`src/hdl/vpa_pkg.sv`:
```
// types and constants of the voice allocator
package vpa_pkg;

  localparam int NoteW  = 7;
  localparam int VelW   = 7;
  localparam int ChanW  = 3;
  localparam int StampW = 64;

  // command and action codes
  localparam logic CmdNoteOn  = 1'b0;
  localparam logic CmdNoteOff = 1'b1;
  localparam logic ActKeyOn   = 1'b0;
  localparam logic ActKeyOff  = 1'b1;

  // index slots carried along the cell chain
  localparam int SlotFree = 0;
  localparam int SlotRel  = 1;
  localparam int SlotBest = 2;
  localparam int SlotOff  = 3;
  localparam int NumSlots = 4;

  typedef struct packed {
    logic             command;
    logic [NoteW-1:0] note;
    logic [VelW-1:0]  velocity;
  } in_t;

  typedef struct packed {
    logic             action;
    logic [ChanW-1:0] channel;
    logic [NoteW-1:0] note_out;
    logic [VelW-1:0]  velocity_out;
  } out_t;

  // search token handed from cell to cell
  typedef struct packed {
    logic              vld;
    logic              cmd;
    logic [NoteW-1:0]  note;
    logic [VelW-1:0]   vel;
    logic              free_hit;
    logic              rel_hit;
    logic              off_hit;
    logic [StampW-1:0] best_stamp;
  } tok_t;

  // write-back broadcast to all cells
  typedef struct packed {
    logic              en;
    logic              key_on;
    logic [NoteW-1:0]  note;
    logic [StampW-1:0] stamp;
  } cmt_t;

endpackage

```
`src/hdl/vpa_cell.sv`:
```
// one voice cell: holds the voice state and advances the search token
module vpa_cell #(
  parameter int IdxW = 3,
  parameter int Idx  = 0
) (
  input  logic                                   clk_i,
  input  logic                                   rst_ni,
  input  vpa_pkg::tok_t                          tok_i,
  input  logic [vpa_pkg::NumSlots-1:0][IdxW-1:0] idx_i,
  output vpa_pkg::tok_t                          tok_o,
  output logic [vpa_pkg::NumSlots-1:0][IdxW-1:0] idx_o,
  input  vpa_pkg::cmt_t                          cmt_i,
  input  logic [IdxW-1:0]                        cmt_idx_i
);
  import vpa_pkg::*;

  localparam logic [IdxW-1:0] MyIdx = IdxW'(Idx);

  logic              active_q;
  logic              rel_q;
  logic [NoteW-1:0]  note_q;
  logic [StampW-1:0] stamp_q;

  logic                           tok_vld_q;
  tok_t                           tok_d, tok_q;
  logic [NumSlots-1:0][IdxW-1:0]  idx_d, idx_q;

  always_comb begin
    tok_d = tok_i;
    idx_d = idx_i;
    if (!tok_i.free_hit && !active_q && !rel_q) begin
      tok_d.free_hit  = 1'b1;
      idx_d[SlotFree] = MyIdx;
    end
    if (!tok_i.rel_hit && rel_q) begin
      tok_d.rel_hit  = 1'b1;
      idx_d[SlotRel] = MyIdx;
    end
    // strict compare keeps the lowest index on equal stamps
    if (stamp_q < tok_i.best_stamp) begin
      tok_d.best_stamp = stamp_q;
      idx_d[SlotBest]  = MyIdx;
    end
    if (!tok_i.off_hit && active_q && (note_q == tok_i.note)) begin
      tok_d.off_hit  = 1'b1;
      idx_d[SlotOff] = MyIdx;
    end
  end

  always_ff @(posedge clk_i or negedge rst_ni) begin
    if (!rst_ni) begin
      active_q  <= 1'b0;
      rel_q     <= 1'b0;
      note_q    <= '0;
      stamp_q   <= '0;
      tok_vld_q <= 1'b0;
    end else begin
      tok_vld_q <= tok_i.vld;
      if (cmt_i.en && (cmt_idx_i == MyIdx)) begin
        if (cmt_i.key_on) begin
          active_q <= 1'b1;
          rel_q    <= 1'b0;
          note_q   <= cmt_i.note;
          stamp_q  <= cmt_i.stamp;
        end else begin
          active_q <= 1'b0;
          rel_q    <= 1'b1;
        end
      end
    end
  end

  always_ff @(posedge clk_i) begin
    tok_q <= tok_d;
    idx_q <= idx_d;
  end

  always_comb begin
    tok_o     = tok_q;
    tok_o.vld = tok_vld_q;
    idx_o     = idx_q;
  end

endmodule

```
`src/hdl/polyphonic_voice_allocator.sv`:
```
// Polyphonic voice allocator: maps note-on/note-off words to voice channels with
// oldest-note stealing. One event is handled at a time. An accepted word is sent
// as a search token down a chain of NUM_VOICES cells, one cell per cycle, each
// cell holding one voice; the token collects the lowest free voice, the lowest
// releasing voice, the oldest voice and the lowest active voice with the same
// note. When it leaves the last cell the choice is written back to the chosen
// cell and the result word is registered, then moved to the output register
// once that is free. The next word is taken once the result sits in the output
// register, or once an unmatched note-off has left the chain, so no new event
// is accepted before the last one is through. A result word held by a stalled
// output holds back the next result, and the input waits with it. An unmatched
// note-off produces no result word.
module polyphonic_voice_allocator #(
  parameter int NUM_VOICES = 8
) (
  input  logic           clk_i,
  input  logic           rst_ni,
  input  logic           in_valid_i,
  output logic           in_ready_o,
  input  vpa_pkg::in_t   in_data_i,
  output logic           out_valid_o,
  input  logic           out_ready_i,
  output vpa_pkg::out_t  out_data_o
);
  import vpa_pkg::*;

  localparam int IdxW = (NUM_VOICES > 1) ? $clog2(NUM_VOICES) : 1;

  logic              busy_q;
  logic              start_q;
  logic              pend_q;
  logic              out_valid_q;
  logic [StampW-1:0] stamp_q;
  in_t               item_q;
  out_t              res_q;
  out_t              out_q;

  tok_t                          tok [NUM_VOICES+1];
  logic [NumSlots-1:0][IdxW-1:0] idx [NUM_VOICES+1];

  tok_t                 last;
  logic [IdxW-1:0]      ch_sel;
  cmt_t                 cmt;
  logic [IdxW-1:0]      cmt_idx;
  logic                 emit;
  logic [IdxW+ChanW-1:0] ch_ext;
  out_t                 res_d;
  logic                 in_acc;
  logic                 out_free;

  assign in_ready_o  = !busy_q;
  assign in_acc      = in_valid_i && !busy_q;
  assign out_free    = !out_valid_q || out_ready_i;
  assign out_valid_o = out_valid_q;
  assign out_data_o  = out_q;

  always_comb begin
    tok[0].vld        = start_q;
    tok[0].cmd        = item_q.command;
    tok[0].note       = item_q.note;
    tok[0].vel        = item_q.velocity;
    tok[0].free_hit   = 1'b0;
    tok[0].rel_hit    = 1'b0;
    tok[0].off_hit    = 1'b0;
    tok[0].best_stamp = '1;
    idx[0]            = '0;
  end

  for (genvar g = 0; g < NUM_VOICES; g++) begin : g_cell
    vpa_cell #(
      .IdxW(IdxW),
      .Idx (g)
    ) u_cell (
      .clk_i    (clk_i),
      .rst_ni   (rst_ni),
      .tok_i    (tok[g]),
      .idx_i    (idx[g]),
      .tok_o    (tok[g+1]),
      .idx_o    (idx[g+1]),
      .cmt_i    (cmt),
      .cmt_idx_i(cmt_idx)
    );
  end

  assign last = tok[NUM_VOICES];

  // write-back and result from the token leaving the chain
  always_comb begin
    if (last.free_hit) begin
      ch_sel = idx[NUM_VOICES][SlotFree];
    end else if (last.rel_hit) begin
      ch_sel = idx[NUM_VOICES][SlotRel];
    end else begin
      ch_sel = idx[NUM_VOICES][SlotBest];
    end
    cmt.note  = last.note;
    cmt.stamp = stamp_q + StampW'(1);
    if (last.cmd == CmdNoteOn) begin
      emit       = 1'b1;
      cmt.key_on = 1'b1;
      cmt_idx    = ch_sel;
    end else begin
      emit       = last.off_hit;
      cmt.key_on = 1'b0;
      cmt_idx    = idx[NUM_VOICES][SlotOff];
    end
    cmt.en = last.vld && emit;
    ch_ext = {{ChanW{1'b0}}, cmt_idx};
    res_d.action       = (last.cmd == CmdNoteOn) ? ActKeyOn : ActKeyOff;
    res_d.channel      = ch_ext[ChanW-1:0];
    res_d.note_out     = last.note;
    res_d.velocity_out = (last.cmd == CmdNoteOn) ? last.vel : '0;
  end

  always_ff @(posedge clk_i or negedge rst_ni) begin
    if (!rst_ni) begin
      busy_q      <= 1'b0;
      start_q     <= 1'b0;
      pend_q      <= 1'b0;
      out_valid_q <= 1'b0;
      stamp_q     <= '0;
    end else begin
      start_q <= in_acc;
      if (in_acc) begin
        busy_q <= 1'b1;
      end
      if (cmt.en && cmt.key_on) begin
        stamp_q <= cmt.stamp;
      end
      if (last.vld) begin
        if (emit) begin
          pend_q <= 1'b1;
        end else begin
          busy_q <= 1'b0;
        end
      end
      if (pend_q && out_free) begin
        out_valid_q <= 1'b1;
        pend_q      <= 1'b0;
        busy_q      <= 1'b0;
      end else if (out_ready_i) begin
        out_valid_q <= 1'b0;
      end
    end
  end

  always_ff @(posedge clk_i) begin
    if (in_acc) begin
      item_q <= in_data_i;
    end
    if (last.vld && emit) begin
      res_q <= res_d;
    end
    if (pend_q && out_free) begin
      out_q <= res_q;
    end
  end

endmodule

```
`config.mk`:
```
export PLATFORM = sky130hd
export DESIGN_NAME = polyphonic_voice_allocator
export DESIGN_NICKNAME = d
export VERILOG_FILES = /design/src/hdl/vpa_pkg.sv /design/src/hdl/vpa_cell.sv /design/src/hdl/polyphonic_voice_allocator.sv
export SDC_FILE = /design/constraint.sdc
export NUM_CORES = 2
export LEC_CHECK = 0
export ABC_CLOCK_PERIOD_IN_PS = 3340
export BUFFER_PORTS_ARGS = -buffer_cell sky130_fd_sc_hd__buf_2
export CAP_MARGIN = 10
export CORE_MARGIN = 2
export CORE_UTILIZATION = 25
export CTS_CLUSTER_SIZE = 40
export DETAILED_ROUTE_END_ITERATION = 10
export SYNTH_ARGS = -nofsm -noshare
export SYNTH_HDL_FRONTEND = slang
export SYNTH_SLANG_ARGS = --single-unit
```
`constraint.sdc`:
```
create_clock -name clk_i -period 3.34 [get_ports clk_i]
set_clock_uncertainty 0.2 [all_clocks]
set_input_delay 0.501 -clock clk_i [delete_from_list [all_inputs] [get_ports clk_i]]
set_output_delay 0.501 -clock clk_i [all_outputs]
set_load 0.01 [all_outputs]
```
==> impl_metrics.toml <==
[status]
status = "completed"

[clock_tree]
cts_sinks = 1371
cts-root-buf = "clkbuf_16"
htree_levels = 4
numCtsBuffers = 149
clkLatencyLatePin_ns = 0.80
cts.clk_slew.worst_paths_ns = 0.06
cts_tree = "built"
cts_buffer_depth = 3

[worst_setup_path]
required_ns = 3.81
regToRegSetupSlack_ns = 0.07
cp_top_family = "compound AO/OA/AOI/OAI gates"
worst_setup_path_start_kind = "flip-flop"
cpPeakStageDelay_ns = 0.39
cp.buffers_inverters = 4
critPathKind = "reg2reg"
crit_path_top_delay_cell = "dfrtp_1"
cp_max_fo = 8
critPathArrivalTime_ns = 3.73
cp_num_cells = 12
worstPathCellList = "ha_1 -> a21o_1 -> a21o_1 -> a221oi_1 -> buf_4 -> o221ai_4 -> nor4_2 -> buf_4 -> a21boi_4 -> buf_12 -> clkbuf_16 -> mux2_2"
reg2reg_depth = 12
cp-end-kind = "flip-flop"

[finish]
nFillCells = 22700
diodes = 0
layout-drive-gt1-share_pct = 19.2
fin_nets = 5841
utilization_pct = 30.2
final_cell_area_um2 = 68000
area_delta_synth_final_pct = 20.2

[die]
core-area_um2 = 225000
die_w_um = 480
dieArea_um2 = 230000
die_h_um = 480
initial_utilization_pct = 25.2
io_pins = 39
num_rows = 174

[power_and_ir_drop]
p_comb_share_pct = 36.8
cellLeakagePower_nw = 30.8
switching_share_pct = 33.6
p_clk_share_pct = 26.7
internal-power_mw = 41.7
seq_power_share_pct = 36.5
peakVddDrop_mv = 1.29
power_density_nw_per_um2 = 924
switching_power_mw = 21.1

[detailed_routing]
via_per_inst = 4.30
antenna_left = 0
wl_per_cell_um = 15.5
drtIter0Drc = 2016
drcViolationCount = 0
first_pass_iters = 6
totalWireLength_mm = 132
num_vias = 36500

[global_route]
grt_overflow_total = 0
antenna_found_initial = 3
grt_usage_pct = 11.2
grt_max_degree = 127
grt_pass1_wl_mm = 205
grt_pass1_vias = 36900

[synthesis]
synthArstFlopShare_pct = 48.1
synth-edff-count = 51
synth_fp_nets = 5652
ys_ff_latch = 1371
synth_top_area_share_pct = 29.2
synth_common_cells = "dfrtp_1 (660), dfxtp_1 (660), a21oi_1 (629), nor2_1 (615), inv_1 (461)"
netlist_area_um2 = 56600
netlist_instances = 5191
synthDistinctLibCells = 65
synthTopCellsByArea = "dfrtp_1 (29%), dfxtp_1 (23%), ha_1 (9.8%)"
seq_area_frac_synth_pct = 55.2
yosysTopAreaCell = "dfrtp_1"
ys.flop_type = "dfxtp_1"
syn_area_per_cell_um2 = 10.9
yosys_warnings = 0

[place]
numPortBuffers = 38
gp_congestion = 0.813
place_area_um2 = 61600
dp_hpwl_mm = 90.5

[min_path]
hold_path_depth = 0
hp-class = "reg2reg"

[timing]
layout_min_cycle_time_ns = 3.27
timing.fmax_mhz = 306
relSlewSlack_pct = 22.4
slew_violations = 0
period_share_pct = 97.8
setup_viol = 0
worst_slew_pin_slew_ns = 1.16
hold_viol_final = 0

[job]
cap_violations = 0
[power groups by stage]
stage	logic (mW)	registers, mW	clock network (mW)
after floorplan	12.8	22.4	0
after global placement	19.1	23.1	0
after detailed placement	19.5	23.2	0
after CTS	20.4	22.9	17.2
after global routing	25.2	23.4	17.9
final	23.2	22.9	16.8
[stage by stage]
step                std cells  TNS [ns]  total power [mW]  hold WS, ns  setup WS (ns)
global route             8500    -0.602              66.5        0.127        -0.0436
CTS                      8477         0              60.5        0.107        0.00160
floorplan                5191         0              35.2      0.00541          0.192
detailed placement       8173    -64.97              42.7        0.112         -0.483
global placement         8173    -66.76              42.2        0.110         -0.528
finish                   8500         0              62.9        0.111         0.0747
[sequential cells by signal (all words and copies together) (netlist names)]
| name | cells |
|---|---|
| g_cell.u_cell.stamp_q | 512 |
| g_cell.u_cell.active_q | 8 |
| g_cell.u_cell.tok_vld_q | 8 |
| busy_q | 1 |
| pend_q | 1 |
| res_q | 18 |
| g_cell.u_cell.tok_o | 592 |
| g_cell.u_cell.idx_o | 68 |
| g_cell.u_cell.rel_q | 8 |
| out_valid_o | 1 |
| item_q | 15 |
| stamp_q | 64 |
| start_q | 1 |
| g_cell.u_cell.note_q | 56 |
| out_data_o | 18 |
[per-layer routing]
metal / global-route usage (%) / share of wire [%] / vias up
met5: 0 / 0.015 / -
met4: 4.04 / 3.0 / 2
met3: 2.03 / 4.0 / 217
met2: 18.0 / 46 / 592
met1: 14.9 / 47 / 17700
li1: - / - / 18000
[timing repair]
action | CTS | global route
endpoints found under the hold margin | 577 | 0
gates resized for setup | 36 | 83
endpoints found under the setup margin | 326 | 467
hold buffers | 19 | 0
pin swaps | 6 | 21
setup buffers | 4 | 10
cloned | 2 | 14
[path summary, 6_finish.rpt]
check,from,endpoint
setup / recovery,g_cell[2].u_cell.stamp_q[29],g_cell[2].u_cell.tok_o[54]
hold / removal,g_cell[4].u_cell.tok_o[71],g_cell[5].u_cell.tok_o[71]
setup reg to reg,g_cell[2].u_cell.stamp_q[29],g_cell[2].u_cell.tok_o[54]
hold reg to reg,g_cell[4].u_cell.tok_o[71],g_cell[5].u_cell.tok_o[71]
max in group asynchronous,rst_ni,g_cell[3].u_cell.stamp_q[41]
min in group asynchronous,rst_ni,g_cell[3].u_cell.stamp_q[35]
[layout by cell type (no fill, tap or decap), types with 19 or more instances in the layout]
cell / count
dfrtp_1: 660
dfxtp_1: 652
a21oi_1: 618
nor2_1: 608
inv_1: 461
mux2_2: 457
ha_1: 433
clkbuf_16: 163
buf_4: 154
nand2_1: 133
a21o_1: 98
nand4_1: 97
xnor2_1: 97
xor2_1: 80
o21ai_0: 52
edfxtp_1: 51
nand3_1: 47
nand2b_1: 46
clkbuf_1: 43
buf_12: 43
buf_2: 37
clkbuf_8: 31
and2_1: 28
nor2b_1: 27
and4_1: 24
nor3_1: 24
or2_2: 22
clkinv_2: 22
dlygate4sd3_1: 19
[cells by family (layout without fill, tap and decap cells)]
group | after synthesis | after routing | share of synthesized area [%]
compound gates | 904 | 904 | 9.04
flops | 1371 | 1371 | 55.2
mux | 465 | 465 | 9.24
fa+ha+maj | 442 | 442 | 9.77
xor+xnor | 178 | 178 | 2.76
simple gates | 1130 | 1130 | 9.19
buf+inv | 701 | 1018 | 4.77
[cell type report]
cell class | count | area (µm²) | share of cell area, %
Timing Repair Buffer | 277 | 2950 | 4.34
Clock inverter | 54 | 729 | 1.07
Tap cell | 2992 | 3740 | 5.50
Multi-Input combinational cell | 3119 | 23200 | 34.1
Clock buffer | 225 | 4370 | 6.42
Inverter | 462 | 1730 | 2.55
Sequential cell | 1371 | 31300 | 46.0
Power figures use the tool's default switching activity.
